## src/design/adsp_pkg.sv

```systemverilog
// Shared types, constants and helpers for the advertising-data structure parser.
package adsp_pkg;

  localparam int VENDOR_BYTES = 6;
  localparam int VIDX_W       = 3;
  localparam int QUEUE_DEPTH  = 4;
  localparam int QCNT_W       = $clog2(QUEUE_DEPTH + 1);

  localparam logic [7:0] NAME_TYPE_RST   = 8'h09;
  localparam logic [7:0] VENDOR_TYPE_RST = 8'hFF;
  localparam logic [7:0] MIN_VENDOR_RST  = 8'd8;

  typedef enum logic [1:0] {
    CFG_NAME_TYPE   = 2'd0,
    CFG_VENDOR_TYPE = 2'd1,
    CFG_MIN_VENDOR  = 2'd2
  } cfg_idx_t;

  typedef enum logic [1:0] {
    KIND_HEADER = 2'd0,
    KIND_NAME   = 2'd1,
    KIND_VENDOR = 2'd2,
    KIND_TRUNC  = 2'd3
  } kind_t;

  typedef struct packed {
    kind_t       result_kind;
    logic [7:0]  record_type;
    logic [7:0]  record_length;
    logic        type_known;
    logic        too_short;
    logic [7:0]  name_char;
    logic [15:0] vendor_first_word;
    logic [15:0] vendor_second_word;
    logic [15:0] vendor_third_word;
    logic        last_of_run;
  } res_t;

  // Push request from the parser into the result queue.
  typedef struct packed {
    logic [1:0] count;
    res_t       first;
    res_t       second;
  } push_t;

  function automatic logic is_known(input logic [7:0] t);
    is_known = (t == 8'h01) || (t == 8'h06) || (t == 8'h09) || (t == 8'hFF);
  endfunction

endpackage

```

## src/design/adsp_out_queue.sv

```systemverilog
// Small result queue: takes up to two results per cycle, hands out one per beat.
module adsp_out_queue (
  input  logic                clk,
  input  logic                rst_n,
  input  adsp_pkg::push_t     push,
  input  logic                pop,
  output adsp_pkg::res_t      head,
  output logic                head_valid,
  output logic                room_two
);

  adsp_pkg::res_t                   q_r   [adsp_pkg::QUEUE_DEPTH];
  adsp_pkg::res_t                   q_nxt [adsp_pkg::QUEUE_DEPTH];
  logic [adsp_pkg::QCNT_W-1:0]      cnt_r;
  logic [adsp_pkg::QCNT_W-1:0]      cnt_nxt;
  logic [adsp_pkg::QCNT_W-1:0]      cnt_after;

  assign head       = q_r[0];
  assign head_valid = (cnt_r != '0);
  assign room_two   = (cnt_r <= adsp_pkg::QCNT_W'(adsp_pkg::QUEUE_DEPTH - 2));

  always_comb begin
    cnt_after = cnt_r - adsp_pkg::QCNT_W'(pop);
    for (int i = 0; i < adsp_pkg::QUEUE_DEPTH; i++) begin
      if (pop && (i < adsp_pkg::QUEUE_DEPTH - 1)) begin
        q_nxt[i] = q_r[i + 1];
      end else begin
        q_nxt[i] = q_r[i];
      end
      // New results land right behind whatever remains after the pop.
      if ((push.count != 2'd0) && (adsp_pkg::QCNT_W'(i) == cnt_after)) begin
        q_nxt[i] = push.first;
      end else if ((push.count == 2'd2) &&
                   (adsp_pkg::QCNT_W'(i) == cnt_after + adsp_pkg::QCNT_W'(1))) begin
        q_nxt[i] = push.second;
      end
    end
    cnt_nxt = cnt_after + adsp_pkg::QCNT_W'(push.count);
  end

  always_ff @(posedge clk) begin
    if (!rst_n) begin
      cnt_r <= '0;
    end else begin
      cnt_r <= cnt_nxt;
    end
  end

  always_ff @(posedge clk) begin
    q_r <= q_nxt;
  end

`ifndef ASSERT_OFF
  a_no_overflow: assert property (@(posedge clk) disable iff (!rst_n)
    cnt_r <= adsp_pkg::QCNT_W'(adsp_pkg::QUEUE_DEPTH))
    else $error("result queue overflow");

  a_push_has_room: assert property (@(posedge clk) disable iff (!rst_n)
    (push.count != 2'd0) |-> room_two)
    else $error("results pushed while the queue lacks room");

  a_push_count_range: assert property (@(posedge clk) disable iff (!rst_n)
    push.count != 2'd3)
    else $error("more than two results pushed in one cycle");
`endif

endmodule

```

## src/design/ad_structure_stream_parser.sv

```systemverilog
// Top level of the advertising-data structure parser: record walker and result queue.
//
//   channel | handshake             | payload
//   --------+-----------------------+-------------------------------------------
//   in      | in_valid / in_stall   | in_data_byte, in_buffer_last
//   out     | out_valid / out_stall | out_result_kind ... out_last_of_run
//   cfg     | cfg_valid / cfg_ready | cfg_index, cfg_data
//
// Each accepted byte is parsed in the cycle it is taken; its zero, one or two results
// enter a registered four-entry queue and appear on out one per beat unless out_stall.
// One byte per cycle is sustained while each byte yields at most one result and
// out_stall is low; a byte with two results grows the queue, as out holds one result.
// in_stall rises only when the queue cannot take two more results.
// Reset is synchronous; the configuration port is always ready.
module ad_structure_stream_parser (
  input  logic        clk,
  input  logic        rst_n,
  input  logic        in_valid,
  output logic        in_stall,
  input  logic [7:0]  in_data_byte,
  input  logic        in_buffer_last,
  output logic        out_valid,
  input  logic        out_stall,
  output logic [1:0]  out_result_kind,
  output logic [7:0]  out_record_type,
  output logic [7:0]  out_record_length,
  output logic        out_type_known,
  output logic        out_too_short,
  output logic [7:0]  out_name_char,
  output logic [15:0] out_vendor_first_word,
  output logic [15:0] out_vendor_second_word,
  output logic [15:0] out_vendor_third_word,
  output logic        out_last_of_run,
  input  logic        cfg_valid,
  output logic        cfg_ready,
  input  logic [1:0]  cfg_index,
  input  logic [7:0]  cfg_data
);

  typedef enum logic [1:0] {
    PH_LEN     = 2'd0,
    PH_TYPE    = 2'd1,
    PH_PAYLOAD = 2'd2
  } phase_t;

  logic [7:0] name_type_r, vendor_type_r, min_vendor_r;

  phase_t     phase_r, phase_nxt;
  logic [7:0] rem_r, rem_nxt;
  logic [7:0] cur_type_r, cur_type_nxt;
  logic [7:0] cur_len_r, cur_len_nxt;
  logic [adsp_pkg::VIDX_W-1:0] idx_r, idx_nxt;
  logic [7:0] vb_r   [adsp_pkg::VENDOR_BYTES];
  logic [7:0] vb_nxt [adsp_pkg::VENDOR_BYTES];

  logic            in_acc;
  logic            done;
  logic            prim_v;
  logic            trunc_v;
  adsp_pkg::res_t  prim;
  adsp_pkg::res_t  trunc;
  adsp_pkg::push_t push;
  adsp_pkg::res_t  head;
  logic            head_valid;
  logic            room_two;

  assign cfg_ready = 1'b1;
  assign in_stall  = !room_two;
  assign in_acc    = in_valid && !in_stall;

  always_comb begin
    phase_nxt    = phase_r;
    rem_nxt      = rem_r;
    cur_type_nxt = cur_type_r;
    cur_len_nxt  = cur_len_r;
    idx_nxt      = idx_r;
    vb_nxt       = vb_r;
    done         = 1'b0;
    prim_v       = 1'b0;
    prim         = '0;
    trunc_v      = 1'b0;
    trunc        = '0;

    case (phase_r)
      PH_TYPE: begin
        cur_type_nxt = in_data_byte;
        rem_nxt      = rem_r - 8'd1;
        idx_nxt      = '0;
        for (int i = 0; i < adsp_pkg::VENDOR_BYTES; i++) begin
          vb_nxt[i] = 8'd0;
        end
        prim_v             = 1'b1;
        prim.result_kind   = adsp_pkg::KIND_HEADER;
        prim.record_type   = in_data_byte;
        prim.record_length = cur_len_r;
        prim.type_known    = adsp_pkg::is_known(in_data_byte);
        prim.too_short     = (in_data_byte == vendor_type_r) &&
                             (in_data_byte != name_type_r) && (cur_len_r < min_vendor_r);
        done      = (rem_nxt == 8'd0);
        phase_nxt = done ? PH_LEN : PH_PAYLOAD;
      end
      PH_PAYLOAD: begin
        rem_nxt = rem_r - 8'd1;
        done    = (rem_nxt == 8'd0);
        if (cur_type_r == name_type_r) begin
          prim_v             = 1'b1;
          prim.result_kind   = adsp_pkg::KIND_NAME;
          prim.record_type   = cur_type_r;
          prim.record_length = cur_len_r;
          prim.name_char     = in_data_byte;
        end else if ((cur_type_r == vendor_type_r) && (cur_len_r >= min_vendor_r)) begin
          if (idx_r < adsp_pkg::VIDX_W'(adsp_pkg::VENDOR_BYTES)) begin
            vb_nxt[idx_r] = in_data_byte;
            idx_nxt       = idx_r + adsp_pkg::VIDX_W'(1);
          end
          if (done) begin
            prim_v                  = 1'b1;
            prim.result_kind        = adsp_pkg::KIND_VENDOR;
            prim.record_type        = cur_type_r;
            prim.record_length      = cur_len_r;
            prim.vendor_first_word  = {vb_nxt[1], vb_nxt[0]};
            prim.vendor_second_word = {vb_nxt[3], vb_nxt[2]};
            prim.vendor_third_word  = {vb_nxt[5], vb_nxt[4]};
          end
        end
        if (done) begin
          phase_nxt = PH_LEN;
        end
      end
      default: begin
        if (in_data_byte == 8'd0) begin
          done      = 1'b1;
          phase_nxt = PH_LEN;
        end else begin
          cur_len_nxt  = in_data_byte;
          rem_nxt      = in_data_byte;
          cur_type_nxt = 8'd0;
          phase_nxt    = PH_TYPE;
        end
      end
    endcase

    // A buffer end inside a record closes it with a truncated result.
    if (in_buffer_last) begin
      trunc_v             = !done;
      trunc.result_kind   = adsp_pkg::KIND_TRUNC;
      trunc.record_type   = cur_type_nxt;
      trunc.record_length = cur_len_nxt;
      phase_nxt           = PH_LEN;
    end

    push.count  = in_acc ? (2'(prim_v) + 2'(trunc_v)) : 2'd0;
    push.first  = prim_v ? prim : trunc;
    push.second = trunc;
    push.first.last_of_run  = !(prim_v && trunc_v);
    push.second.last_of_run = 1'b1;
  end

  always_ff @(posedge clk) begin
    if (!rst_n) begin
      phase_r       <= PH_LEN;
      rem_r         <= 8'd0;
      cur_type_r    <= 8'd0;
      cur_len_r     <= 8'd0;
      idx_r         <= '0;
      name_type_r   <= adsp_pkg::NAME_TYPE_RST;
      vendor_type_r <= adsp_pkg::VENDOR_TYPE_RST;
      min_vendor_r  <= adsp_pkg::MIN_VENDOR_RST;
    end else begin
      if (in_acc) begin
        phase_r    <= phase_nxt;
        rem_r      <= rem_nxt;
        cur_type_r <= cur_type_nxt;
        cur_len_r  <= cur_len_nxt;
        idx_r      <= idx_nxt;
      end
      if (cfg_valid && cfg_ready) begin
        case (cfg_index)
          adsp_pkg::CFG_NAME_TYPE:   name_type_r   <= cfg_data;
          adsp_pkg::CFG_VENDOR_TYPE: vendor_type_r <= cfg_data;
          adsp_pkg::CFG_MIN_VENDOR:  min_vendor_r  <= cfg_data;
          default: ;
        endcase
      end
    end
  end

  always_ff @(posedge clk) begin
    if (in_acc) begin
      vb_r <= vb_nxt;
    end
  end

  adsp_out_queue u_queue (
    .clk        (clk),
    .rst_n      (rst_n),
    .push       (push),
    .pop        (head_valid && !out_stall),
    .head       (head),
    .head_valid (head_valid),
    .room_two   (room_two)
  );

  assign out_valid              = head_valid;
  assign out_result_kind        = head.result_kind;
  assign out_record_type        = head.record_type;
  assign out_record_length      = head.record_length;
  assign out_type_known         = head.type_known;
  assign out_too_short          = head.too_short;
  assign out_name_char          = head.name_char;
  assign out_vendor_first_word  = head.vendor_first_word;
  assign out_vendor_second_word = head.vendor_second_word;
  assign out_vendor_third_word  = head.vendor_third_word;
  assign out_last_of_run        = head.last_of_run;

`ifndef ASSERT_OFF
  a_resync_after_last: assert property (@(posedge clk) disable iff (!rst_n)
    (in_acc && in_buffer_last) |=> (phase_r == PH_LEN))
    else $error("parser did not resynchronize after the last buffer beat");

  a_open_record_has_bytes: assert property (@(posedge clk) disable iff (!rst_n)
    ((phase_r == PH_TYPE) || (phase_r == PH_PAYLOAD)) |-> (rem_r != 8'd0))
    else $error("open record with no bytes remaining");

  a_vendor_index_bound: assert property (@(posedge clk) disable iff (!rst_n)
    idx_r <= adsp_pkg::VIDX_W'(adsp_pkg::VENDOR_BYTES))
    else $error("vendor byte index out of range");
`endif

endmodule
```

## config.mk

```make
export PLATFORM = sky130hd
export DESIGN_NAME = ad_structure_stream_parser
export DESIGN_NICKNAME = d
export VERILOG_FILES = /design/src/design/adsp_pkg.sv /design/src/design/adsp_out_queue.sv /design/src/design/ad_structure_stream_parser.sv
export SDC_FILE = /design/constraint.sdc
export NUM_CORES = 1
export LEC_CHECK = 0
export ABC_AREA = 1
export BUFFER_PORTS_ARGS = -buffer_cell sky130_fd_sc_hd__buf_2
export CAP_MARGIN = 20
export CORE_MARGIN = 4
export CORE_UTILIZATION = 44
export DETAILED_ROUTE_END_ITERATION = 10
export PLACE_DENSITY = 0.72
export SETUP_SLACK_MARGIN = 0.5
export SKIP_LAST_GASP = 1
export SYNTH_ARGS = -nofsm -noshare
export SYNTH_HDL_FRONTEND = slang
export SYNTH_SLANG_ARGS = --single-unit
```

## constraint.sdc

```tcl
create_clock -name clk -period 6.7 [get_ports clk]
set_input_delay 0.67 -clock clk [delete_from_list [all_inputs] [get_ports clk]]
set_output_delay 0.67 -clock clk [all_outputs]
set_load 0.02 [all_outputs]
```

==> Word level (Yosys, flattened, before mapping) <==
Cells that the tools add are included.
W data, S select, Z words.
{ "totals": {"register_bits": 412, "latch_bits": 0, "mem_bits_rw": 0, "romBits": 0, "inputBits": 24, "output_inout_bits": 80, "elab_cells": 187, "mem_count": 0} }
{ "classes": {"addsub": 6, "mul": 0, "div_mod_pow": 0, "n_lt_le_gt_ge": 6, "eq_ne": 24, "shifts": 0, "mux": 53, "bitwise_logic": 1, "reduce_logical": 42} }
{ "ops": {"columns": ["cell", "count"], "rows": [
  ["$mux W77", 12],
  ["$mux W48", 6],
  ["$pmux W48 S2", 1],
  ["$mux W18", 4],
  ["$mux W56", 1],
  ["$mux W8", 7],
  ["$bwmux W48", 1],
  ["$pmux W18 S2", 1],
  ["$demux W8 S3", 1],
  ["$eq A8 B8 Y1", 3],
  ["$logic_not A8 Y1", 2],
  ["$pmux W8 S2", 1],
  ["$logic_and A1 B1 Y1", 15],
  ["$eq A2 B3 Y1 const A", 4],
  ["$reduce_bool A3 Y1", 4],
  ["$mux W2", 5],
  ["$reduce_and A2 Y1", 5],
  ["$mux W3", 3],
  ["$eq A8 B1 Y1 const B", 1],
  ["$eq A8 B3 Y1 const B", 1],
  ["$eq A8 B4 Y1 const B", 1],
  ["$eq A8 B8 Y1 const B", 1],
  ["$ge A8 B8 Y1", 1],
  ["$lt A8 B8 Y1", 1],
  ["28 further kinds", 50]
]} }

==> Longest topological paths before layout <==
Gate-level depths: netlist of run 1.
{ "logic_depth": {"ltp_word": 13, "mapped_depth": 30, "ltp_nobuf": 27} }

==> Cells and area by module <==
From an unflattened synthesis of run 1, not the netlist that was laid out.
{ "hier_totals": {"hier_cells": 3112, "area_unflattened_um2": 23591.4} }
{ "by_module_without_submodules": {"columns": ["mod", "n_inst", "cells_each", "area_each_um2", "seq_area_each_um2"], "rows": [
  ["adsp_out_queue", 1, 2192, 17306.6, 9308.9],
  ["ad_structure_stream_parser", 1, 920, 6284.8, 2502.4]
]} }

==> Least setup slack after synthesis of run 1 <==
Ideal clock, no wire load.
{ "synth_path": {"path_type": "reg2reg", "start": "register rem_r[0]", "end": "register u_queue.q_r[100] (netlist name) (enable)", "setup_time_ns": 0.437, "arrival_time_ns": 4.624, "required_ns": 6.263, "slack_ns": 1.639, "stages_incl_launch_ff": 26, "n_path_buf": 3, "synth_period_minus_slack_ns": 5.061, "path_cell_list": "dfxtp_1 inv_1 ha_1 inv_1 nor2_1 nand3_1 nand2_1 inv_2 nand3_2 nor2_8 nand2_8 nand3_4 nand2_4 buf_6 inv_2 ha_1 inv_1 nor2_1 nor2_2 nor2_4 nand2_1 buf_4 nand2_1 inv_2 buf_2 nand2_1"} }
{ "synth_via": {"elab_chain_len": 11, "elab_cells_between_ends": 16, "classes_between": "add/sub (2); eq/ne (1); mux (7); reduce/logical (6)"} }
{ "synth_lines": {"columns": ["element", "line", "source"], "rows": [
  ["start: declaration", "ad_structure_stream_parser.sv:49", "logic [7:0] rem_r, rem_nxt;"],
  ["start signal: assignment", "ad_structure_stream_parser.sv:172", "rem_r <= rem_nxt;"],
  ["$sub A8 B1 Y8 *", "ad_structure_stream_parser.sv:87, ad_structure_stream_parser.sv:103", null],
  ["$logic_not A8 Y1 *", "ad_structure_stream_parser.sv:99, ad_structure_stream_parser.sv:104", null],
  ["$mux W1", "ad_structure_stream_parser.sv:116", "if (done) begin"],
  ["$mux W1", "ad_structure_stream_parser.sv:111", "end else if ((cur_type_r == vendor_type_r) && (cur_len_r >= min_vendor_r)) begin"],
  ["$mux W1", "ad_structure_stream_parser.sv:105", "if (cur_type_r == name_type_r) begin"],
  ["$pmux W1 S2", "ad_structure_stream_parser.sv:84", "case (phase_r)"],
  ["$add A1 B1 Y2 *", "ad_structure_stream_parser.sv:152", "push.count = in_acc ? (2'(prim_v) + 2'(trunc_v)) : 2'd0;"],
  ["$mux W2 *", "ad_structure_stream_parser.sv:152", null],
  ["$eq A2 B2 Y1 or $reduce_bool A2 Y1 (tied branches)", "adsp_out_queue.sv:33, adsp_out_queue.sv:31", null],
  ["$logic_and A1 B1 Y1, on equally long branches", "adsp_out_queue.sv:33, adsp_out_queue.sv:31", null],
  ["$reduce_bool A3 Y1 (no line) *", null, null],
  ["end signal: assignment", "adsp_out_queue.sv:50", "q_r <= q_nxt;"],
  ["end: declaration", "adsp_out_queue.sv:12", "adsp_pkg::res_t q_r [adsp_pkg::QUEUE_DEPTH];"]
]} }
Mark *: on every way between the ends. The rest lies on a longest branch, timed or not.
A chain may end at the register's enable or synchronous reset.

==> summary.md, run 1 <==
| Metric | Value |
|---|---|
| Status | finished clean |
| First-pass GRT wire length | 79.6 mm |
| Synthesized flop and latch total | 412 |
| Overall die height | 221 um |
| Post-CTS setup buffers | 0 |
| Crit end category | flop |
| Clk_lat worst skew | 0.59 ns |
| Placement Cell Area | 20400 um2 |
| Largest net degree at the start of global routing | 78 |
| Worst slew pin tran | 1.05 ns |
| WP data required | 7.05 ns |
| Number of detailed-route iterations in the first pass | 6 |
| Max-slew violations | 0 |
| MaxCap Viol Count | 0 |
| Final Cell Area | around 22000 um2 |
| Placer Congestion | 0.885 |
| Slew HR | 30.1% |
| RSZ-0062 raised after global routing | false |
| CTS sink cnt | just over 400 |
| Worst Setup Path Type | reg2reg |
| Synth Flop Type | edfxtp_1 |
| Nets | 2160 |
| Unique masters post-synth | 47 |
| Final hold viol count | 0 |
| Synth warn | 0 |
| Io pins | 104 |
| # hold bufs at CTS | 0 |
| Syn Area/Cell | 9.40 um2 |
| CP max FO | 72 |
| CTS tree | yes |
| Num rows | 77 |
| Vias in the first global route | around 14k |
| Fin Clk Skew | 0.0352 ns |
| Arrival time at the worst endpoint | roughly 5.3 ns |
| Fin util | 49.3% |
| Peak supply drop | between 0.2 and 0.25 mV |
| Setup TNS | 0 ns |
| Worst-path clk slew | 0.06 ns |
| Root Driver | clkbuf_16 |
| Remaining antenna violation count | 0 |
| Finished Layout Cells | 2745 |
| Die Wd | 221 um |
| Mapped Area | 20000 um2 |
| # setup viols final | 0 |
| Power, Total | 8.71 mW |
| Leakage | 8.99 nW |
| Sequential share of the synthesized area | between 50% and 60% |
| Fin crit period | 4.99 ns |
| CORE AREA | between 40000 and 50000 um2 |
| Remaining global-route overflow | 0 |
| Die Area | slightly below 50000 um2 |
| Iter 0 DRT Violations | 1380 |
| GRT Overall Usage | 20.1% |
| Share of layout cells above drive strength 1 | 13.2% |
| DP HPWL | ~33 mm |
| Cells after synthesis | 2131 |
| Avg WL per Cell | about 19 um |
| Syn_nets | 2174 |
| Most frequent cells in the layout | nand2_1 (634), edfxtp_1 (356), o21ai_0 (231) |
| H-Tree Depth | 2 |
| Placed instance count | 2660 |
| Hold Path Class | in2reg |
| PD cells | 396 nW/um2 |
| Starting Density | between 40 and 50% |
| Routed wire length | approximately 51 mm |
| Fillers | 3975 |
| Fmax | 200 MHz |
| Via count | 14.7k |
| Post-synth ARST share | 0% |
| Post-synth EDFFs | 356 |
| Total CTS buffers | 44 |
| Drt drc | 0 |
| Crit share post-route | 74.5% |
| Vias/cell | 5.34 |
| Number of gates resized after CTS | 0 |
| CTS Buffer Depth | 3 |
| Layout overhead on the synthesized area | 9.86% |
| Most common cell after layout, fill and taps aside | nand2_1 |
| Initial antenna violation count | 2 |
| CP Launch Type | flop |
| Port bufs | between 100 and 150 |
## path summary, 6_finish.rpt
path                                     start                      endpoint  slack, ns  cells after the start
setup / recovery  min_vendor_r[7]$_SDFFE_PN0P_    u_queue.head[48]$_DFFE_PP_       1.71                     23
hold / removal                     cfg_data[0]   name_type_r[0]$_SDFFE_PN1P_       0.34                      3
setup reg to reg  min_vendor_r[7]$_SDFFE_PN0P_    u_queue.head[48]$_DFFE_PP_       1.71                     23
hold reg to reg   min_vendor_r[6]$_SDFFE_PN0P_  min_vendor_r[6]$_SDFFE_PN0P_       0.46                      2
## flip-flops by register name, summed over array words and instances (netlist names)
signal	cells
name_type_r	8
cur_type_r	8
u_queue.head	77
vb_r	48
idx_r	3
cur_len_r	8
phase_r	2
vendor_type_r	8
u_queue.cnt_r	3
rem_r	8
min_vendor_r	8
u_queue.q_r	231
## synthesized netlist by cell type, drive strengths merged, types with 20 or more instances
cell | count | share of area, %
buf | 122 | 4.1
edfxtp | 356 | 53
nor2 | 137 | 2.9
nand2 | 672 | 13
o211ai | 27 | 1.0
inv | 174 | 3.3
clkbuf | 58 | 1.1
dfxtp | 56 | 5.6
nand3 | 65 | 1.8
nor3 | 20 | 0.70
a21oi | 91 | 2.3
o21ai | 274 | 6.9
## worst max-delay path: stages, from the launching register on
cell and delay [ns]:
dfxtp_1 0.31, inv_1 0.07, ha_1 0.31, a21o_1 0.16
nor2_1 0.15, nand3_1 0.16, nand2_1 0.22, inv_2 0.10
nand2_8 0.13, nand3_4 0.16, nand2_4 0.28, inv_2 0.10
ha_1 0.29, inv_1 0.10, nor2_1 0.11, nor2_2 0.19
nor2_4 0.06, nand2_2 0.05, buf_4 0.49, nand2_1 0.19
inv_2 0.12, buf_4 0.63, nand2_1 0.10, o21ai_0 0.20
## through the flow
step	setup WS, ns	hold WS [ns]
floorplan	1.64	0.428
global placement	1.58	0.447
detailed placement	1.48	0.446
CTS	1.74	0.328
global route	1.34	0.344
finish	1.71	0.343
## cell families (layout without fill, tap and decap cells)
logic type / count (synthesis) / count (layout) / synth area share, %
AND/OR/NAND/NOR: 914 / 914 / 19.6
other: 1 / 2 / 0.0187
flip-flops: 412 / 412 / 59.0
buffers and inverters: 357 / 378 / 8.55
adder cells (fa/ha/maj): 19 / 19 / 1.22
XOR/XNOR: 18 / 18 / 0.787
AO/OA/AOI/OAI: 410 / 410 / 10.9
## power breakdown
group	leakage, nW	switching (mW)	internal, mW
clock network	0.738	1.05	1.51
logic	4.39	1.49	0.597
registers	3.86	0.241	3.81
total	8.99	2.79	5.92
## metal layers
metal / vias up / part of all wire (%) / GRT usage (%)
met3: 78 / 7.0 / 3.31
met4: 2 / 2.1 / 4.71
li1: 7025 / - / -
met2: 534 / 48 / 33.5
met1: 7027 / 43 / 27.8
met5: - / 0.025 / 0
## final cells by class
cell class | count | area [um2] | area share (%)
diodes | 1 | 2.50 | 0.0114
repair buffers | 120 | 706 | 3.21
well taps | 592 | 741 | 3.37
multi-input cells | 1362 | 6560 | 29.8
flip-flops and latches | 412 | 11800 | 53.7
clock buffers | 51 | 1150 | 5.22
inverters | 177 | 664 | 3.02
clock inverters | 30 | 369 | 1.68
Note: power is estimated with default switching activity, not from simulation.
==> inputs of run 2 (changes only) <==
--- a/config.mk
+++ b/config.mk
@@ -11,7 +11,7 @@
 export CORE_MARGIN = 4
 export CORE_UTILIZATION = 44
 export DETAILED_ROUTE_END_ITERATION = 10
-export PLACE_DENSITY = 0.72
+export PLACE_DENSITY = 0.74
 export SETUP_SLACK_MARGIN = 0.5
 export SKIP_LAST_GASP = 1
 export SYNTH_ARGS = -nofsm -noshare
==> constraint.sdc (replaced) <==
create_clock -name clk -period 4.1 [get_ports clk]
set_input_delay 0.41 -clock clk [delete_from_list [all_inputs] [get_ports clk]]
set_output_delay 0.41 -clock clk [all_outputs]
set_load 0.02 [all_outputs]
==> run 2 against run 1 <==
Net effect: final area increased by 3.4%; sequential cell count unchanged; global-route usage increased by 0.13 points; final cell count increased by 2.3%; sequential share of layout area decreased by 1.8 points; largest cell class unchanged; highest routed layer unchanged.
==> summary.md, run 2 (synthesis gave the netlist of run 1 again) <==
| Metric | Value |
|---|---|
| Flop2flop setup slack | 0.57 ns (was 1.71 ns) |
| Crit share post-route | 86.2% (was 74.5%) |
| H-Tree Depth | 2 (unchanged) |
| Remaining global-route overflow | 0 (unchanged) |
| Routed wire length | 53.8 mm (was 51.0 mm) |
| Max FFs per register | 231 (unchanged) |
| Root Driver | clkbuf_16 (unchanged) |
| Peak supply drop | 0.363 mV (was 0.241 mV) |
| Biggest register | u_queue.q_r (unchanged) |
| Largest net degree at the start of global routing | 56 (was 78) |
| Fmax | 283 MHz (was 200 MHz) |
| Die Wd | 221 um (unchanged) |
| Slew HR | 35.0% (was 30.1%) |
| GRT Overall Usage | 20.2% (was 20.1%) |
| DP HPWL | 34.0 mm (was 33.0 mm) |
| Max-slew violations | 0 (unchanged) |
| Most common cell after layout, fill and taps aside | nand2_1 (unchanged) |
| Worst slew pin tran | 0.975 ns (was 1.05 ns) |
| Number of detailed-route iterations in the first pass | 6 (unchanged) |
| Origin of the critical flop-to-flop path | min_vendor_r[5]$_SDFFE_PN0P_ (was min_vendor_r[7]$_SDFFE_PN0P_) |
| Die Area | 49000 um2 (unchanged) |
| # hold bufs at CTS | 0 (unchanged) |
| Io pins | 104 (unchanged) |
| CORE AREA | 44600 um2 (unchanged) |
| MaxCap Viol Count | 0 (unchanged) |
| Final Cell Area | 22800 um2 (was 22000 um2) |
| Crit end category | flop (unchanged) |
| Fin crit period | 3.53 ns (was 4.99 ns) |
| Final hold viol count | 0 (unchanged) |
| # setup viols final | 0 (unchanged) |
| Vias in the first global route | 14.8k (was 13.9k) |
| Drt drc | 0 (unchanged) |
| Worst-path clk slew | 0.06 ns (about the same) |
| Initial antenna violation count | 4 (was 2) |
| Fin util | 51.0% (was 49.3%) |
| Port bufs | 102 (unchanged) |
| First-pass GRT wire length | 80.4 mm (was 79.6 mm) |
| Fin Clk Skew | 0.0167 ns (was 0.0352 ns) |
| Starting Density | 44.9% (unchanged) |
| Crit path capture | u_queue.head[26]$_DFFE_PP_ (was u_queue.head[48]$_DFFE_PP_) |
| CTS sink cnt | 412 (unchanged) |
| Avg WL per Cell | 19.1 um (was 18.6 um) |
| Most frequent cells in the layout | nand2_1 (628), edfxtp_1 (356), o21ai_0 (231) (was nand2_1 (634), edfxtp_1 (356), o21ai_0 (231)) |
| Setup TNS | 0 ns (unchanged) |
| Iter 0 DRT Violations | 1694 (was 1380) |
| CP startpoint | min_vendor_r[5]$_SDFFE_PN0P_ (was min_vendor_r[7]$_SDFFE_PN0P_) |
| Vias/cell | 5.48 (was 5.34) |
| Share of layout cells above drive strength 1 | 16.1% (was 13.2%) |
| Clk_lat worst skew | 0.56 ns (was 0.59 ns) |
| Placement Cell Area | 20800 um2 (was 20400 um2) |
| PD cells | 636 nW/um2 (was 396 nW/um2) |
| Total CTS buffers | 44 (unchanged) |
| CP max FO | 25 (was 72) |
| Layout overhead on the synthesized area | 13.6% (was 9.86%) |
| Reg2reg end | u_queue.head[26]$_DFFE_PP_ (was u_queue.head[48]$_DFFE_PP_) |
| Via count | 15.4k (was 14.7k) |
| CP Launch Type | flop (unchanged) |
| Num rows | 77 (unchanged) |
| Hold Path Class | in2reg (unchanged) |
| CTS Buffer Depth | 3 (unchanged) |
| CTS tree | yes (unchanged) |
| Register-to-Register Path Depth | 23 (unchanged) |
| Status | finished clean (unchanged) |
| Leakage | 9.36 nW (was 8.99 nW) |
| RSZ-0062 raised after global routing | false (unchanged) |
| Remaining antenna violation count | 0 (unchanged) |
| WP data required | 4.37 ns (was 7.05 ns) |
| Worst Setup Path Type | reg2reg (unchanged) |
| Overall die height | 221 um (unchanged) |
| Arrival time at the worst endpoint | 3.80 ns (was 5.34 ns) |
| Placer Congestion | 0.938 (was 0.885) |
| Nets | 2223 (was 2160) |
==> run 2: per-stage QoR <==
step / hold slack (ns) / cells / total power [mW] / setup WS, ns
after global routing: 0.120 / 2809 / 15.1 / 0.448
final: 0.127 / 2809 / 14.5 / 0.566
after floorplan: 0.428 / 2131 / 9.43 / 0.503
after CTS: 0.106 / 2787 / 14.3 / 0.543
after global placement: 0.448 / 2694 / 10.1 / 0.192
after detailed placement: 0.456 / 2694 / 10.3 / 0.110
==> run 2: worst min path at each step <==
stage | from | endpoint | cells past startpoint
floorplan | min_vendor_r[0]$_SDFFE_PN0P_ | min_vendor_r[0]$_SDFFE_PN0P_ | 2
global placement | min_vendor_r[3]$_SDFFE_PN1P_ | min_vendor_r[3]$_SDFFE_PN1P_ | 2
detailed placement | min_vendor_r[3]$_SDFFE_PN1P_ | min_vendor_r[3]$_SDFFE_PN1P_ | 2
CTS | cfg_data[0] | name_type_r[0]$_SDFFE_PN1P_ | 3
global route | cfg_data[0] | name_type_r[0]$_SDFFE_PN1P_ | 3
finish | cfg_data[0] | name_type_r[0]$_SDFFE_PN1P_ | 3
==> run 2: layout make-up <==
class                           count  area [um2]
Timing Repair Buffer              177        1390
Tap cell                          592         741
Inverter                          177         699
Fill cell                        3890       21800
Antenna cell                        1        2.50
Clock buffer                       58        1190
Sequential cell                   412       11800
Multi-Input combinational cell   1366        6700
Clock inverter                     24         204
Timing Repair inverter              2        17.5
==> run 2: where the power goes <==
part	total [mW]	internal [mW]	switching [mW]
combinational	3.96	1.29	2.67
sequential	6.63	6.22	0.400
clock	3.88	2.25	1.64
==> run 2: worst max-delay path, cell delays in order, from the launching register on <==
cell and delay [ns]:
dfxtp_1 0.31, inv_1 0.05, ha_1 0.30, a21oi_1 0.15
nor2_1 0.05, nor2_1 0.11, nand3_1 0.13, nand2_2 0.12
inv_2 0.06, nand2_8 0.11, nand3_4 0.09, nand2_4 0.08
inv_2 0.06, ha_4 0.27, inv_1 0.07, nor2_2 0.16
nor2_2 0.09, nor2_4 0.19, nand2_4 0.13, nand2_4 0.14
clkinv_8 0.13, buf_16 0.19, nand2_1 0.08, o21ai_0 0.14
==> run 2: repair_timing <==
action / in CTS / in global routing
pin swaps: 1 / 5
setup endpoints to repair: 409 / 467
setup buffers: 8 / 13
gates resized for setup: 26 / 28
gates cloned: 3 / 8
==> run 2: layer usage <==
layer,track usage (%),share of wire [%]
met5,0,0.063
met4,6.89,3.3
met3,3.22,8.2
met2,34.0,48
met1,26.9,41
